--- src/rtl/core/i2a_pkg.sv ---
// Shared types, format codes and digit tables for the integer to ASCII unit.
`timescale 1ns / 1ps
package i2a_pkg;

  // Format codes carried on in_command
  localparam logic [1:0] CMD_SDEC = 2'd0;
  localparam logic [1:0] CMD_UDEC = 2'd1;
  localparam logic [1:0] CMD_HEXL = 2'd2;
  localparam logic [1:0] CMD_HEXU = 2'd3;

  localparam int I2A_QUEUE_DEPTH = 2;

  localparam logic [7:0] CHAR_MINUS = 8'h2d;
  localparam logic [7:0] CHAR_ZERO  = 8'h30;

  // One classified item: sign already stripped off
  typedef struct packed {
    logic        neg;
    logic [31:0] mag;
    logic        hex;
    logic        upper;
  } item_t;

  typedef enum logic [1:0] {
    ST_IDLE,
    ST_SETUP,
    ST_EMIT
  } back_state_t;

  // k * 10^pos, wide enough for 9 * 10^9
  function automatic logic [33:0] dec_weight(input logic [3:0] k, input logic [3:0] pos);
    logic [33:0] base;
    case (pos)
      4'd0:    base = 34'd1;
      4'd1:    base = 34'd10;
      4'd2:    base = 34'd100;
      4'd3:    base = 34'd1000;
      4'd4:    base = 34'd10000;
      4'd5:    base = 34'd100000;
      4'd6:    base = 34'd1000000;
      4'd7:    base = 34'd10000000;
      4'd8:    base = 34'd100000000;
      4'd9:    base = 34'd1000000000;
      default: base = 34'd0;
    endcase
    return 34'(base * {30'd0, k});
  endfunction

  // Hex digit to ASCII, either case
  function automatic logic [7:0] hex_char(input logic [3:0] nib, input logic upper);
    logic [7:0] c;
    if (nib < 4'd10) begin
      c = CHAR_ZERO + {4'd0, nib};
    end else if (upper) begin
      c = 8'h41 + {4'd0, nib - 4'd10};
    end else begin
      c = 8'h61 + {4'd0, nib - 4'd10};
    end
    return c;
  endfunction

endpackage

--- src/rtl/core/i2a_queue.sv ---
// Short item queue between the front end and the digit emitter.
`timescale 1ns / 1ps
module i2a_queue #(
  parameter int DEPTH = i2a_pkg::I2A_QUEUE_DEPTH
) (
  input  logic            clk,
  input  logic            rst_n,
  input  logic            push,
  input  i2a_pkg::item_t  push_item,
  output logic            full,
  input  logic            pop,
  output i2a_pkg::item_t  pop_item,
  output logic            not_empty
);
  import i2a_pkg::*;

  localparam int AW = (DEPTH > 1) ? $clog2(DEPTH) : 1;
  localparam int CW = $clog2(DEPTH + 1);

  item_t          mem_r [DEPTH];
  logic [AW-1:0]  wr_ptr_r, rd_ptr_r;
  logic [CW-1:0]  count_r;

  assign full      = (count_r == CW'(DEPTH));
  assign not_empty = (count_r != '0);
  assign pop_item  = mem_r[rd_ptr_r];

  // Storage
  always_ff @(posedge clk) begin
    if (push) begin
      mem_r[wr_ptr_r] <= push_item;
    end
  end

  // Pointers and fill count
  always_ff @(posedge clk) begin
    if (!rst_n) begin
      wr_ptr_r <= '0;
      rd_ptr_r <= '0;
      count_r  <= '0;
    end else begin
      if (push) begin
        wr_ptr_r <= (wr_ptr_r == AW'(DEPTH - 1)) ? '0 : wr_ptr_r + 1'b1;
      end
      if (pop) begin
        rd_ptr_r <= (rd_ptr_r == AW'(DEPTH - 1)) ? '0 : rd_ptr_r + 1'b1;
      end
      if (push && !pop) begin
        count_r <= count_r + 1'b1;
      end else if (pop && !push) begin
        count_r <= count_r - 1'b1;
      end
    end
  end

endmodule

--- config.mk ---
export PLATFORM = sky130hd
export DESIGN_NAME = i2a_queue
export DESIGN_NICKNAME = d
export VERILOG_FILES = /design/src/rtl/core/i2a_pkg.sv /design/src/rtl/core/i2a_queue.sv
export SDC_FILE = /design/constraint.sdc
export NUM_CORES = 1
export LEC_CHECK = 0
export BUFFER_PORTS_ARGS = -buffer_cell sky130_fd_sc_hd__buf_4
export CORE_UTILIZATION = 46
export DETAILED_ROUTE_END_ITERATION = 10
export PLACE_DENSITY = 0.74
export REMOVE_ABC_BUFFERS = 1
export SYNTH_ARGS = -nofsm -noshare
export SYNTH_HDL_FRONTEND = slang
export SYNTH_SLANG_ARGS = --single-unit
--- constraint.sdc ---
create_clock -name clk -period 2.1 [get_ports clk]
set_input_delay 0 -clock clk [delete_from_list [all_inputs] [get_ports clk]]
set_output_delay 0 -clock clk [all_outputs]
set_load 0.05 [all_outputs]
==> results of run 1 <==
==> worst min-delay path by stage <==
stage	startpoint	endpoint	slack, ns	cells past startpoint
finish	pop	rd_ptr_r$_SDFFE_PN0P_	0.02	3
floorplan	push_item[0]	mem_r[0][0]$_DFFE_PP_	0.1	0
CTS	pop	rd_ptr_r$_SDFFE_PN0P_	0.0003	3
detailed placement	push_item[21]	mem_r[0][21]$_DFFE_PP_	0.19	1
global route	push	wr_ptr_r$_SDFFE_PN0P_	0.01	3
global placement	push_item[29]	mem_r[0][29]$_DFFE_PP_	0.19	1
==> power by group <==
part,internal [mW],switching [mW]
combinational,0.284,0.424
clock,0.659,0.478
sequential,1.72,0.0224
==> layout by cell type, fill, tap and decap left out, types with 2 or more instances in the layout <==
cell | Yosys | final
and2_1 | 4 | 3
mux2_2 | 35 | 35
clkbuf_8 | 0 | 9
dlygate4sd3_1 | 0 | 36
clkinv_1 | 0 | 2
xor2_1 | 2 | 2
dfxtp_1 | 5 | 5
bufinv_16 | 0 | 2
edfxtp_1 | 70 | 70
buf_4 | 0 | 78
==> per-stage QoR <==
| stage | std cells | util [%] | setup WS [ns] | power (mW) |
|---|---|---|---|---|
| floorplan | 127 | - | -0.2399 | 2.208 |
| global placement | 278 | 60.66 | 0.7280 | 2.425 |
| detailed placement | 278 | 60.66 | 0.6946 | 2.434 |
| CTS | 330 | 70.73 | 0.5005 | 3.623 |
| global route | 330 | 70.73 | 0.4536 | 3.716 |
| finish | 330 | 70.73 | 0.5339 | 3.589 |
==> layout make-up <==
class | instances | area, um2
multi-input combinational | 51 | 520.5
timing repair buffer | 115 | 965.9
clock inverter | 6 | 80.08
clock buffer | 10 | 127.6
inverter | 1 | 3.754
tap | 72 | 90.09
fill | 399 | 1652
sequential | 75 | 2202
==> critical path, delay by kind of cell, from the launching register on <==
kind,cells,cell delay [ns]
buffers and inverters,2,0.51
DFF,1,0.33
muxes,1,0.39
==> metal layers <==
layer	part of all wire, %	global-route usage (%)
met2	50	26.38
met1	44	19.89
met4	1.7	8.182
met5	0	0
met3	4.7	4.114
==> sequential cells by signal, indices dropped and copies added (netlist names), named ones only <==
name	flops
mem_r	70
count_r	2
rd_ptr_r	1
wr_ptr_r	1
==> cells by family after synthesis <==
group	after synthesis
DFF	75
muxes	35
and+or+nand+nor	9
buffers and inverters	5
AOI/OAI and AO/OA	3
xor gates and xnor gates	3
adders and majority gates	1
==> impl_metrics.tcl, run 1 <==
set metrics [dict create \
    grt_overflow 0 \
    drtAntennaViolNets 0 \
    num_rows 27 \
    cts-root-buf "clkbuf_8" \
    fin_nets 293 \
    synthTopCellsByArea "edfxtp_1 (76%), mux2_2 (14%), dfxtp_1 (3.6%), buf_6 (1.2%), and2_1 (0.91%)" \
    gp_congestion 0.6570 \
    start_kind "register" \
    fin_crit_ns 1.566 \
    hp-class "in2reg" \
    worstPathRequired_ns 2.10 \
    synth_top_family_by_area "multiplexers" \
    synth_area_mm2 0.002756 \
    synth_flop_cell "edfxtp_1" \
    maxCapViolations 0 \
    grt_use_total_pct 16.14 \
    die_area_mm2 0.006306 \
    endpoint "pop_item[20]" \
    cts_tree "built" \
    ios 76 \
    post_cts_buffers 0 \
    synth-xor-area-share_pct 0.9532 \
    reg2reg_from "wr_ptr_r$_SDFFE_PN0P_" \
    path_clk_slew_ns 0.07 \
    clockBufferDepth 2 \
    dpl.hpwl_mm 2.934 \
    grt_start_max_net_pins 37 \
    firstDrtPassIters 4 \
    syn_inst 131 \
    rsz0062_at_grt "false" \
    synth_mux_area_share_pct 14.30 \
    ctsHoldBuffers 36 \
    fin_skew_ns 0.004138 \
    leakage_nw 1.532 \
    max_stage_delay_ns 0.39 \
    grt_pass1_vias 1556 \
    synth_top_area_cell "edfxtp_1" \
    finalHoldViolCount 0 \
    relSlewSlack_pct 68.08 \
    status "complete, no violations" \
    cts_buffers 9 \
    synth_compound_area_share_pct 0.7263 \
    areaGrowthSynthToFinish_pct 44.76 \
    vias 1555 \
    ir_worst_vdd_v 0.0004988 \
    h-tree-depth 3 \
    setup_viol 0 \
    min_period_over_period_pct 74.57 \
    dr.first_iter.drc_count 47 \
    wl_per_cell_um 14.46 \
    fin_hold_ws_ns 0.01718 \
    dieHeight_um 79.41 \
    async_reset_ff_share_pct 0 \
    synth_seq_cells 75 \
    clk_latency_ns 0.33 \
    yosysMostFrequentCell "edfxtp_1" \
    synth-simple-area-share_pct 2.133 \
    antenna-diode-count 0 \
    yosysWarningCount 0 \
    antenna_found_initial 0 \
    cp_slowest_cell "mux2_2" \
    synth-seq-area-share_pct 79.89 \
    reg2reg_slack_ns 0.71 \
    cts.repair.resized 0 \
    crit_top_cell "buf_4" \
    place_area_mm2 0.003422 \
    initial_utilization_pct 48.86 \
    portBuffers 75 \
    fp.dieW_um 79.41 \
    synth-adder-area-share_pct 0.4539 \
    slew_violations 0 \
    crit_type "reg2out" \
    grt_pass1_wl_mm 7.320 \
    r2r_end "mem_r[1][15]$_DFFE_PP_" \
    rr_worst_depth 2 \
    yosysUniqueCellTypes 17 \
    crit_chain "buf_4 > mux2_2 > buf_4" \
    finalSetupTns_ns 0 \
    cp_data_arrival_time_ns 1.57 \
    vias_per_cell 4.712 \
    drive_gt1_share_pct 50.78 \
    endpoint_kind "primary output" \
    cts.sinks 75 \
    synth_edf_count 70 \
    drc 0 \
    fmax_mhz 638.5 \
    cp_max_fo 25 \
    synth_top_area_share_pct 76.26 \
    postSynthAreaPerCell_um2 21.04 \
    synthTopCellsByCount "edfxtp_1 (70), mux2_2 (35), dfxtp_1 (5)" \
    wl_mm 4.772 \
    worstMarginPinSlew_ns 0.4788 \
    core_region_area_mm2 0.005642 \
    power.density_mw_per_mm2 899.6 \
    design_area_mm2 0.003990 \
]
Note: power is estimated with default switching activity, not from simulation.
==> inputs of run 2 (changes only) <==
--- a/config.mk
+++ b/config.mk
@@ -6,9 +6,9 @@
 export NUM_CORES = 1
 export LEC_CHECK = 0
 export BUFFER_PORTS_ARGS = -buffer_cell sky130_fd_sc_hd__buf_4
-export CORE_UTILIZATION = 46
+export CORE_UTILIZATION = 51
 export DETAILED_ROUTE_END_ITERATION = 10
-export PLACE_DENSITY = 0.74
+export PLACE_DENSITY = 0.78
 export REMOVE_ABC_BUFFERS = 1
 export SYNTH_ARGS = -nofsm -noshare
 export SYNTH_HDL_FRONTEND = slang
==> constraint.sdc (replaced) <==
create_clock -name clk -period 1.6 [get_ports clk]
set_input_delay 0 -clock clk [delete_from_list [all_inputs] [get_ports clk]]
set_output_delay 0 -clock clk [all_outputs]
set_load 0.05 [all_outputs]
==> impl_metrics.tcl, run 2 (same netlist as run 1, synthesis figures left out) <==
set metrics [dict create \
    status "complete, no violations" \
    final_common_cell "buf_4" \
    place_area_mm2 0.003433 \
    finish.utilization_pct 77.12 \
    hp-class "in2reg" \
    path_clk_slew_ns 0.06 \
    cts_tree "built" \
    fp.dieW_um 75.52 \
    crit_chain "buf_4 > mux2_2 > buf_4" \
    initial_utilization_pct 53.63 \
    rsz0062_at_grt "false" \
    endpoint_kind "primary output" \
    crit_type "reg2out" \
    portBuffers 75 \
    dr.first_iter.drc_count 44 \
    relSlewSlack_pct 82.77 \
    ios 76 \
    largest_register_ffs 70 \
    wl_per_cell_um 15.41 \
    fill_cells 313 \
    multi_input_area_um2 520.5 \
    clk_latency_ns 0.34 \
    wl_mm 5.085 \
    min_period_over_period_pct 94.15 \
    antenna_found_initial 0 \
    areaGrowthSynthToFinish_pct 43.80 \
    die_area_mm2 0.005703 \
    grt_start_max_net_pins 37 \
    seq_area_mm2 0.002203 \
    h-tree-depth 3 \
    design_area_mm2 0.003964 \
    slew_violations 0 \
    grt_overflow 0 \
    worstMarginPinSlew_ns 0.2585 \
    grt_pass1_wl_mm 7.500 \
    cp_top_family "buffers and inverters" \
    cts.sinks 75 \
    vias_per_cell 4.809 \
    grt_pass1_vias 1617 \
    worstPathRequired_ns 1.60 \
    ir_worst_vdd_v 0.0007950 \
    antenna-diode-count 0 \
    power.density_mw_per_mm2 1107 \
    cp_max_fo 19 \
    final_cell_mix "buf_4 (77), edfxtp_1 (70), dlygate4sd3_1 (38)" \
    dp.cells 276 \
    start_kind "register" \
    num_rows 26 \
    setup_viol 0 \
    core_region_area_mm2 0.005140 \
    drive_gt1_share_pct 49.23 \
    cp_data_arrival_time_ns 1.51 \
    top_regs "mem_r (70), count_r (2)" \
    finalPower_mw 4.389 \
    dieHeight_um 75.52 \
    firstDrtPassIters 4 \
    fin_skew_ns 0.007596 \
    clockBufferDepth 2 \
    leakage_nw 1.518 \
    critical_path.n_buffers_inverters 2 \
    drc 0 \
    fin_ws_ns 0.09367 \
    dpl.hpwl_mm 2.982 \
    max_stage_delay_ns 0.39 \
    crit_top_cell "buf_4" \
    pre_cts_ws_ns 0.4502 \
    grt_use_total_pct 19.38 \
    finalNonFillerCells 330 \
    cp_slowest_cell "mux2_2" \
    fin_nets 295 \
    cts_buffers 9 \
    maxCapViolations 0 \
    fmax_mhz 663.9 \
    regMostFlops "mem_r" \
    drtAntennaViolNets 0 \
    cts-root-buf "clkbuf_8" \
    fin_crit_ns 1.506 \
    vias 1587 \
    finalHoldViolCount 0 \
    gp_congestion 0.6763 \
]
==> run 2: power by group <==
group | switching, mW | internal, mW | leakage (nW)
clock | 0.594 | 0.562 | 0.0734
sequential | 0.0328 | 2.26 | 0.699
combinational | 0.556 | 0.382 | 0.746
total | 1.18 | 3.21 | 1.52
==> run 2: worst paths after layout <==
check                                              from                 endpoint  slack [ns]  cells after the start
worst max-delay path                           register             pop_item[33]        0.09                      3
worst min-delay path                               push  count_r[1]$_SDFFE_PN0P_        0.17                      4
worst max register to register    wr_ptr_r$_SDFFE_PN0P_    wr_ptr_r$_SDFFE_PN0P_        0.11                      4
worst min register to register  count_r[1]$_SDFFE_PN0P_  count_r[1]$_SDFFE_PN0P_        0.55                      2
==> run 2: final cells by class <==
| class | instances | area share (%) |
|---|---|---|
| multi-input combinational | 51 | 13.13 |
| clock inverter | 1 | 0.09470 |
| clock buffer | 15 | 3.693 |
| tap | 70 | 2.210 |
| timing repair buffer | 117 | 25.19 |
| inverter | 1 | 0.09470 |
| sequential | 75 | 55.59 |
==> run 2: worst reg2reg max path, stage by stage, from the launching register on <==
cell,delay [ns]
dfxtp_1,0.38
nor2b_4,0.06
buf_12,0.18
o21a_1,0.21
dlygate4sd3_1,0.55
==> run 2: timing repair <==
item	4_1_cts	5_1_grt
gates resized for setup	0	0
hold buffers	38	0
setup endpoints to repair	0	0
hold endpoints to repair	75	0
setup buffers	0	0
==> run 2: metrics by stage <==
stage / hold WS [ns] / TNS [ns]
after floorplan: 0.09887 / -26.54
after global placement: 0.1849 / 0
after detailed placement: 0.1878 / 0
after CTS: 0.1606 / 0
after global routing: 0.1786 / 0
final: 0.1693 / 0
==> run 2: per-layer routing <==
metal | wire [um] | share of wire [%] | global-route usage [%]
met1 | 1967 | 39 | 21.58
met2 | 2775 | 55 | 34.23
met3 | 253 | 5.0 | 6.085
met4 | 88 | 1.7 | 8.642
met5 | 0 | 0 | 0
