==> src/rtl/core/i2a_pkg.sv <==
// Shared types, format codes and digit tables for the integer to ASCII unit.
`timescale 1ns / 1ps
package i2a_pkg;

  // Format codes carried on in_command
  localparam logic [1:0] CMD_SDEC = 2'd0;
  localparam logic [1:0] CMD_UDEC = 2'd1;
  localparam logic [1:0] CMD_HEXL = 2'd2;
  localparam logic [1:0] CMD_HEXU = 2'd3;

  localparam int I2A_QUEUE_DEPTH = 2;

  localparam logic [7:0] CHAR_MINUS = 8'h2d;
  localparam logic [7:0] CHAR_ZERO  = 8'h30;

  // One classified item: sign already stripped off
  typedef struct packed {
    logic        neg;
    logic [31:0] mag;
    logic        hex;
    logic        upper;
  } item_t;

  typedef enum logic [1:0] {
    ST_IDLE,
    ST_SETUP,
    ST_EMIT
  } back_state_t;

  // k * 10^pos, wide enough for 9 * 10^9
  function automatic logic [33:0] dec_weight(input logic [3:0] k, input logic [3:0] pos);
    logic [33:0] base;
    case (pos)
      4'd0:    base = 34'd1;
      4'd1:    base = 34'd10;
      4'd2:    base = 34'd100;
      4'd3:    base = 34'd1000;
      4'd4:    base = 34'd10000;
      4'd5:    base = 34'd100000;
      4'd6:    base = 34'd1000000;
      4'd7:    base = 34'd10000000;
      4'd8:    base = 34'd100000000;
      4'd9:    base = 34'd1000000000;
      default: base = 34'd0;
    endcase
    return 34'(base * {30'd0, k});
  endfunction

  // Hex digit to ASCII, either case
  function automatic logic [7:0] hex_char(input logic [3:0] nib, input logic upper);
    logic [7:0] c;
    if (nib < 4'd10) begin
      c = CHAR_ZERO + {4'd0, nib};
    end else if (upper) begin
      c = 8'h41 + {4'd0, nib - 4'd10};
    end else begin
      c = 8'h61 + {4'd0, nib - 4'd10};
    end
    return c;
  endfunction

endpackage

==> src/rtl/core/i2a_front.sv <==
// Front end: classifies an incoming word into sign, magnitude and radix.
`timescale 1ns / 1ps
module i2a_front (
  input  logic [31:0]        value,
  input  logic [1:0]         command,
  output i2a_pkg::item_t     item
);
  import i2a_pkg::*;

  // Only signed decimal looks at the top bit; the most negative value
  // negates to 2^31, which fits the unsigned magnitude.
  always_comb begin
    item.neg   = (command == CMD_SDEC) && value[31];
    item.mag   = item.neg ? (32'd0 - value) : value;
    item.hex   = (command == CMD_HEXL) || (command == CMD_HEXU);
    item.upper = (command == CMD_HEXU);
  end

endmodule

==> config.mk <==
export PLATFORM = sky130hd
export DESIGN_NAME = i2a_front
export DESIGN_NICKNAME = d
export VERILOG_FILES = /design/src/rtl/core/i2a_pkg.sv /design/src/rtl/core/i2a_front.sv
export SDC_FILE = /design/constraint.sdc
export NUM_CORES = 1
export LEC_CHECK = 0
export ABC_AREA = 1
export BUFFER_PORTS_ARGS = -buffer_cell sky130_fd_sc_hd__buf_2
export CAP_MARGIN = 20
export CORE_UTILIZATION = 40
export DETAILED_ROUTE_END_ITERATION = 12
export GPL_TIMING_DRIVEN = 0
export PLACE_DENSITY = 0.85
export REMOVE_ABC_BUFFERS = 1
export SYNTH_ARGS = -nofsm -noshare
export SYNTH_HDL_FRONTEND = slang
export SYNTH_SLANG_ARGS = --single-unit
==> constraint.sdc <==
create_clock -name vclk -period 2.8
set_clock_uncertainty 0.2 [all_clocks]
set_input_delay 0.84 -clock vclk [all_inputs]
set_output_delay 0.84 -clock vclk [all_outputs]
set_load 0.005 [all_outputs]
==> results.json, run 1 <==
{
  "area_delta_synth_final_pct": 86.1,
  "ios": 69,
  "path_class": "input port to output pin",
  "nClkBuffers": 0,
  "drv_cap": 0,
  "final_cell_mix": "nand2_1, buf_2, nor2_1",
  "path_cells": "buf_2 > nor2_2 > nand2_2 > nor2_1 > nand2_1 > nand2_1 > nand2_1 > nand2_1 > nand2_1 > buf_2",
  "grt_pass1_vias": 1627,
  "vias": 1965,
  "coreArea_um2": 2500,
  "grt.overflow.total": 0,
  "cp_common_cell": "nand2_1",
  "diodes": 0,
  "die_area_um2": 2900,
  "final_common_cell": "nand2_1",
  "p_comb_share_pct": 100.0,
  "via_per_inst": 5.73,
  "drive_gt1_share_pct": 54.3,
  "p_leak_uw": 0.00101,
  "max_freq_ghz": 0.331,
  "status": "finished with violations",
  "synth_area_um2": 1070,
  "switching_power_uw": 171,
  "design.seq.count": 0,
  "drtPass1Iterations": 4,
  "holdPathStages": 2,
  "power.density_nw_per_um2": 151,
  "fin_ws_ns": -0.225,
  "routed_wl_um": 5760,
  "slowest_delay_ns": 0.21,
  "grt_max_degree": 9,
  "drtIter0Drc": 185,
  "holdCritPathClass": "input port to output pin",
  "failed_checks": "negative setup slack",
  "yosys_warnings": 0,
  "highest_layer": "met4",
  "maxSlewHeadroom_pct": 85.0,
  "antenna_found_initial": 0,
  "required_ns": 1.76,
  "setup_viol": 30,
  "drc_errors": 0,
  "synth_cell_types": 20,
  "row_count": 18,
  "dp_hpwl_um": 2540,
  "slew_viol_final": 0,
  "die_h_um": 53.8,
  "grt_use_total_pct": 35.1,
  "portBuffers": 69,
  "period_minus_slack_ns": 3.03,
  "crit_fanout": 4,
  "swShare_pct": 56.4,
  "ys_seq_area_share_pct": 0,
  "fin_tns_setup_ns": -4.23,
  "hold_violations": 0,
  "worstSetupStartpointType": "input port",
  "place_congestion": 0.903,
  "final_area_um2": 2000,
  "grt_pass1_wl_um": 7490,
  "min_period_over_period_pct": 108,
  "drtAntennaViolNets": 0,
  "rsz0062_at_grt": "yes",
  "cp_slowest_cell": "nor2_2",
  "min_to": "item[1]",
  "p_int_uw": 132,
  "initial_core_util_pct": 43.0,
  "min_from": "command[1]",
  "route.met2.wl_um": 2540,
  "nets": 350,
  "clkPwrFrac_pct": 0,
  "cp_data_arrival_time_ns": 1.99,
  "place_area_um2": 1430,
  "routedWlPerCell_um": 16.8,
  "seq_area_um2": 0,
  "wl_met1_um": 2140,
  "seqPwrFrac_pct": 0,
  "netlist_instances": 231,
  "route.met3.wl_um": 647,
  "die_x_um": 53.8,
  "cp-end-kind": "output pin",
  "worst_pin_slew_ns": 0.224,
  "syn_avg_cell_area_um2": 4.65,
  "peakVddDrop_uv": 110
}
-- worst max-delay path by stage --
stage	start	slack (ns)	end	cells after the start
5_1_grt	value[14]	-0.42	item[27]	10
6_report	value[14]	-0.23	item[27]	10
3_5_place_dp	command[0]	-0.31	item[16]	8
4_1_cts	value[31]	-0.08	item[15]	8
2_1_floorplan	value[31]	0.09	item[11]	6
3_3_place_gp	command[0]	-0.24	item[16]	8
-- metal layers --
layer	vias up	track usage, %
met5	-	0
met4	0	17.5
met3	48	5.37
met2	193	58.4
met1	857	43.2
li1	867	-
-- per-stage QoR --
step / util [%] / instances / power (uW) / setup slack, ns / hold WS (ns)
after CTS: 74.3 / 341 / 257 / -0.0804 / 1.65
final: 80.0 / 343 / 302 / -0.225 / 1.65
after global routing: 80.0 / 343 / 325 / -0.420 / 1.67
after detailed placement: 57.1 / 326 / 200 / -0.310 / 1.67
after floorplan: - / 227 / 107 / 0.0905 / 1.48
after global placement: 57.1 / 326 / 198 / -0.244 / 1.66
-- cells in the mapped netlist --
cell type / count / area (um^2)
buf_4: 2 / 15.0
buf_6: 1 / 11.3
clkbuf_1: 1 / 3.75
ha_1: 1 / 12.5
inv_1: 22 / 82.6
inv_2: 2 / 7.51
inv_4: 1 / 6.26
nand2_1: 94 / 353
nand2_2: 4 / 25.0
nand2_4: 1 / 11.3
nand3_1: 16 / 80.1
nand3b_1: 1 / 7.51
nor2_1: 51 / 191
nor2_2: 6 / 37.5
nor2_4: 3 / 33.8
nor2_8: 1 / 20.0
o21ai_0: 4 / 20.0
o21ai_1: 5 / 25.0
xnor2_1: 9 / 78.8
xor2_1: 6 / 52.6
-- timing repair --
action	CTS	global route
setup buffers	12	2
hold buffers	0	0
gates cloned	3	0
gates resized for setup	86	36
setup endpoints to repair	30	31
pin swaps	29	23
-- area by class of cell --
| cell class | instances | area (um^2) |
|---|---|---|
| Fill cell | 152 | 499 |
| Multi-Input combinational cell | 204 | 1310 |
| Inverter | 25 | 113 |
| Timing Repair Buffer | 83 | 541 |
| Timing Repair inverter | 1 | 3.75 |
| Tap cell | 30 | 37.5 |
-- power groups by stage --
stage	sequential (uW)	clock, uW	combinational (uW)
finish	0	0	302
global route	0	0	325
CTS	0	0	257
detailed placement	0	0	200
global placement	0	0	198
floorplan	0	0	107
-- cells by family after synthesis --
kind of cell	synth area share [%]
AOI/OAI and AO/OA	4.19
xor gates and xnor gates	12.2
adders and majority gates	1.16
buffers and inverters	11.8
and+or+nand+nor	70.7
-- worst max-delay path, delay by kind of cell --
family | cells | cell delay [ns]
buffers and inverters | 2 | 0.26
AND/OR/NAND/NOR | 8 | 0.89
Note: power is estimated with default switching activity, not from simulation.
==> run 2: changes to the inputs <==
--- a/config.mk
+++ b/config.mk
@@ -5,13 +5,12 @@
 export SDC_FILE = /design/constraint.sdc
 export NUM_CORES = 1
 export LEC_CHECK = 0
-export ABC_AREA = 1
 export BUFFER_PORTS_ARGS = -buffer_cell sky130_fd_sc_hd__buf_2
 export CAP_MARGIN = 20
 export CORE_UTILIZATION = 40
 export DETAILED_ROUTE_END_ITERATION = 12
 export GPL_TIMING_DRIVEN = 0
-export PLACE_DENSITY = 0.85
+export PLACE_DENSITY = 0.91
 export REMOVE_ABC_BUFFERS = 1
 export SYNTH_ARGS = -nofsm -noshare
 export SYNTH_HDL_FRONTEND = slang
==> constraint.sdc (replaced) <==
create_clock -name vclk -period 3.68
set_clock_uncertainty 0.2 [all_clocks]
set_input_delay 1.104 -clock vclk [all_inputs]
set_output_delay 1.104 -clock vclk [all_outputs]
set_load 0.005 [all_outputs]
==> run 2 against run 1 <==
  * The run still ends with negative setup slack left
  * Critical path depth shrank 1
  * Final cell count down 31%
  * Total power shrank 37%
  * Critical endpoint is now item[30]
  * Count of clock-buffer cells in the layout unchanged
  * Worst setup slack worse by 0.038 ns
  * Via count decreased by 18%
==> results.json, run 2 <==
{
  "status": "finished with violations",
  "failed_checks": "negative setup slack",
  "period_minus_slack_ns": 3.94,
  "grt_max_degree": 13,
  "grt_pass1_vias": 1100,
  "path_class": "input port to output pin",
  "drtPass1Iterations": 8,
  "diodes": 0,
  "drtAntennaViolNets": 0,
  "slowest_delay_ns": 0.31,
  "synth_area_um2": 843,
  "area_delta_synth_final_pct": 106,
  "nets": 247,
  "ios": 69,
  "fin_tns_setup_ns": -2.75,
  "power.density_nw_per_um2": 110,
  "slew_viol_final": 0,
  "rsz0062_at_grt": "yes",
  "initial_core_util_pct": 43.0,
  "crit_fanout": 7,
  "post-place-cells": 212,
  "cp_slowest_cell": "o31ai_4",
  "drtIter0Drc": 143,
  "fin_ws_ns": -0.263,
  "cp_data_arrival_time_ns": 2.64,
  "antenna_found_initial": 0,
  "ys_seq_area_share_pct": 0,
  "synth_area_leader_cell": "xor2_1",
  "min_period_over_period_pct": 107,
  "nClkBuffers": 0,
  "min_from": "command[1]",
  "required_ns": 2.38,
  "routedWlPerCell_um": 23.2,
  "die_x_um": 47.9,
  "worstSetupStartpointType": "input port",
  "yosys_warnings": 0,
  "portBuffers": 69,
  "place_ws_ns": -0.544,
  "coreArea_um2": 1960,
  "drive_gt1_share_pct": 61.9,
  "holdCritPathClass": "input port to output pin",
  "design.seq.count": 0,
  "cts_hold_buffers": 0,
  "cp_top_family": "buffers and inverters",
  "grt.overflow.total": 0,
  "synthTopCellsByCount": "xor2_1, nor2_1, xnor2_1, nor3_1, nand2_1",
  "via_per_inst": 6.83,
  "peakVddDrop_uv": 75.4,
  "place_congestion": 0.767,
  "fin_cells": 237,
  "row_count": 16,
  "grt_pass1_wl_um": 4690,
  "syn_avg_cell_area_um2": 6.91,
  "path_cells": "buf_8 > inv_4 > ha_4 > nor4b_4 > buf_4 > nand3_4 > o31ai_4 > xnor2_1 > buf_2",
  "grt_use_total_pct": 27.9,
  "netlist_instances": 122,
  "vias": 1618,
  "setup_viol": 23,
  "drv_cap": 0,
  "final_area_um2": 1740,
  "synth_cell_types": 37,
  "worst_pin_slew_ns": 0.352,
  "cp_num_buf_inv": 4,
  "maxSlewHeadroom_pct": 76.3,
  "min_to": "item[1]",
  "die_h_um": 47.9,
  "final_common_cell": "buf_2",
  "drc_errors": 0,
  "final_cell_mix": "buf_2, buf_4, xor2_1",
  "hold_violations": 0,
  "place_area_um2": 1190,
  "die_area_um2": 2300,
  "seq_area_um2": 0,
  "yosysMostFrequentCell": "xor2_1",
  "p_leak_uw": 0.000737,
  "max_freq_ghz": 0.254,
  "routed_wl_um": 5500,
  "holdPathStages": 2,
  "cp-end-kind": "output pin",
  "synth_top_area_share_pct": 14.5,
  "synthTopCellsByArea": "xor2_1, xnor2_1, nor3_1"
}
==> run 2: cells by family after synthesis <==
kind of cell / count (synthesis) / synth area share [%]
buf+inv: 9 / 4.75
xor+xnor: 27 / 28.0
fa+ha+maj: 1 / 1.48
simple gates: 54 / 39.9
compound gates: 31 / 25.8
==> run 2: worst max-delay path by stage <==
stage,slack [ns],start,to,cells past startpoint
global route,-0.40,value[0],item[30],9
finish,-0.26,value[0],item[30],9
detailed placement,-0.54,command[1],item[28],6
CTS,-0.1,value[1],item[32],8
global placement,-0.46,command[1],item[28],6
floorplan,-0.04,command[1],item[14],4
==> run 2: where the power goes <==
part           internal, uW  switching [uW]  total [uW]  leakage (uW)
Sequential                0               0           0             0
Combinational          87.5             103         190      0.000737
Clock                     0               0           0             0
Total                  87.5             103         190      0.000737
==> run 2: layout make-up <==
class | count | area (um^2)
fillers | 112 | 225
repair inverters | 1 | 7.51
multi-input cells | 115 | 1070
inverters | 3 | 22.5
well taps | 27 | 33.8
repair buffers | 91 | 604
==> run 2: through the flow <==
| step | utilization [%] | total power, uW | hold slack (ns) |
|---|---|---|---|
| global route | 88.5 | 199 | 2.23 |
| floorplan | - | 53.5 | 2.01 |
| global placement | 60.8 | 121 | 2.21 |
| finish | 88.5 | 190 | 2.22 |
| CTS | 74.6 | 147 | 2.19 |
| detailed placement | 60.8 | 124 | 2.21 |
==> run 2: repair_timing <==
action | 4_1_cts | 5_1_grt
setup endpoints to repair | 31 | 26
resized for setup | 40 | 35
gates cloned | 2 | 1
hold endpoints to repair | 0 | 0
setup buffers | 10 | 13
pin swaps | 13 | 17
==> run 2: layer usage <==
metal	routed length (um)	global-route usage [%]
met5	0	0
met3	578	3.02
met1	1970	31.9
met4	359	10.0
met2	2590	52.4
==> run 3: changes to the inputs <==
--- a/config.mk
+++ b/config.mk
@@ -5,12 +5,14 @@
 export SDC_FILE = /design/constraint.sdc
 export NUM_CORES = 1
 export LEC_CHECK = 0
+export ABC_AREA = 0
 export BUFFER_PORTS_ARGS = -buffer_cell sky130_fd_sc_hd__buf_2
 export CAP_MARGIN = 20
 export CORE_UTILIZATION = 40
 export DETAILED_ROUTE_END_ITERATION = 12
 export GPL_TIMING_DRIVEN = 0
 export PLACE_DENSITY = 0.91
+export RECOVER_POWER = 50
 export REMOVE_ABC_BUFFERS = 1
 export SYNTH_ARGS = -nofsm -noshare
 export SYNTH_HDL_FRONTEND = slang
==> run 3 against run 2 <==
  * The flow still finishes with violations (negative setup slack)
  * Flip-flop and latch count did not move
  * First-iteration DRC count increased by 9.8%
  * Core utilization shrank 0.38 points
  * Maximum frequency about the same
  * Worst setup slack gained 0.0025 ns
  * Non-clock buffer count did not move
  * Final cell count unchanged
  * Count of clock-buffer cells in the layout did not move
  * Largest power group unchanged
==> results.json, run 3 (synthesis gave the netlist of run 2 again) <==
{
  "failed_checks": "negative setup slack",
  "via_per_inst": 6.77,
  "cp-end-kind": "output pin",
  "path_class": "input port to output pin",
  "design.seq.count": 0,
  "max_freq_ghz": 0.254,
  "seq_area_um2": 0,
  "initial_core_util_pct": 43.0,
  "drtIter0Drc": 157,
  "routed_wl_um": 5440,
  "cp_data_arrival_time_ns": 2.64,
  "drc_errors": 0,
  "endpoint": "item[30]",
  "drtAntennaViolNets": 0,
  "die_area_um2": 2300,
  "crit_fanout": 7,
  "vias": 1605,
  "drive_gt1_share_pct": 60.0,
  "n_fill_cell": 116,
  "peakVddDrop_uv": 75.3,
  "worst_pin_slew_ns": 0.479,
  "status": "finished with violations",
  "drv_cap": 0,
  "ios": 69,
  "grt_max_degree": 13,
  "cts_hold_buffers": 0,
  "final_common_cell": "buf_2",
  "grt_use_total_pct": 27.9,
  "grt_pass1_vias": 1100,
  "maxSlewHeadroom_pct": 67.9,
  "power.density_nw_per_um2": 109,
  "min_period_over_period_pct": 107,
  "die_x_um": 47.9,
  "holdPathStages": 2,
  "final_area_um2": 1730,
  "final_core_util_pct": 88.1,
  "coreArea_um2": 1960,
  "final_cell_mix": "buf_2, buf_4, xor2_1",
  "holdCritPathClass": "input port to output pin",
  "place_congestion": 0.767,
  "crit_path_start": "value[0]",
  "drtPass1Iterations": 5,
  "antenna_found_initial": 0,
  "area_delta_synth_final_pct": 105,
  "required_ns": 2.38,
  "worstSetupStartpointType": "input port",
  "rsz0062_at_grt": "yes",
  "fin_ws_ns": -0.261,
  "setup_viol": 27,
  "grt_pass1_wl_um": 4690,
  "routedWlPerCell_um": 22.9,
  "period_minus_slack_ns": 3.94,
  "die_h_um": 47.9,
  "nClkBuffers": 0,
  "portBuffers": 69,
  "hold_violations": 0,
  "place_area_um2": 1190,
  "p_leak_uw": 0.000725,
  "row_count": 16,
  "nets": 247,
  "grt.overflow.total": 0,
  "diodes": 0,
  "slew_viol_final": 0
}
-- run 3: cell type report --
| type | instances | area (um^2) | share of cell area (%) |
|---|---|---|---|
| well taps | 27 | 33.8 | 1.95 |
| multi-input cells | 115 | 1070 | 61.8 |
| inverters | 3 | 22.5 | 1.30 |
| repair buffers | 91 | 599 | 34.7 |
| repair inverters | 1 | 5.00 | 0.289 |
-- run 3: what timing repair did --
| item | in CTS | in global routing |
|---|---|---|
| pin swaps | 13 | 17 |
| gates cloned | 2 | 1 |
| setup buffers | 10 | 13 |
| setup endpoints to repair | 31 | 26 |
| gates resized for setup | 40 | 35 |
-- run 3: worst min path at each step --
stage | from | endpoint | slack [ns]
finish | command[1] | item[1] | 2.23
global route | command[1] | item[1] | 2.24
floorplan | command[1] | item[1] | 2.01
CTS | value[0] | item[2] | 2.19
detailed placement | command[1] | item[1] | 2.21
global placement | command[1] | item[1] | 2.21
-- run 3: metal layers --
metal	part of all wire (%)	global-route usage (%)	vias to the layer above
met3	11	3.02	51
met5	0	0	-
li1	-	-	651
met2	47	52.4	168
met4	6.6	10.0	0
met1	35	31.9	735
-- run 3: through the flow --
stage | TNS, ns | hold WS (ns) | power, uW | instances | worst slack, ns
final | -3.10 | 2.23 | 189 | 237 | -0.261
after global placement | -10.77 | 2.21 | 121 | 212 | -0.461
after CTS | -0.569 | 2.19 | 147 | 224 | -0.0969
after floorplan | -0.212 | 2.01 | 53.5 | 116 | -0.0412
after global routing | -4.43 | 2.24 | 199 | 237 | -0.401
after detailed placement | -11.21 | 2.21 | 124 | 212 | -0.544
-- run 3: worst max-delay path, cell delays in order --
cell,delay [ns]
buf_8,0.10
inv_4,0.05
ha_4,0.14
nor4b_4,0.22
buf_4,0.18
nand3_4,0.18
o31ai_4,0.32
xnor2_1,0.17
buf_2,0.16
-- run 3: power breakdown --
part           leakage (uW)  total [uW]  switching [uW]  internal, uW
combinational      0.000725         189             102          86.8
clock                     0           0               0             0
sequential                0           0               0             0
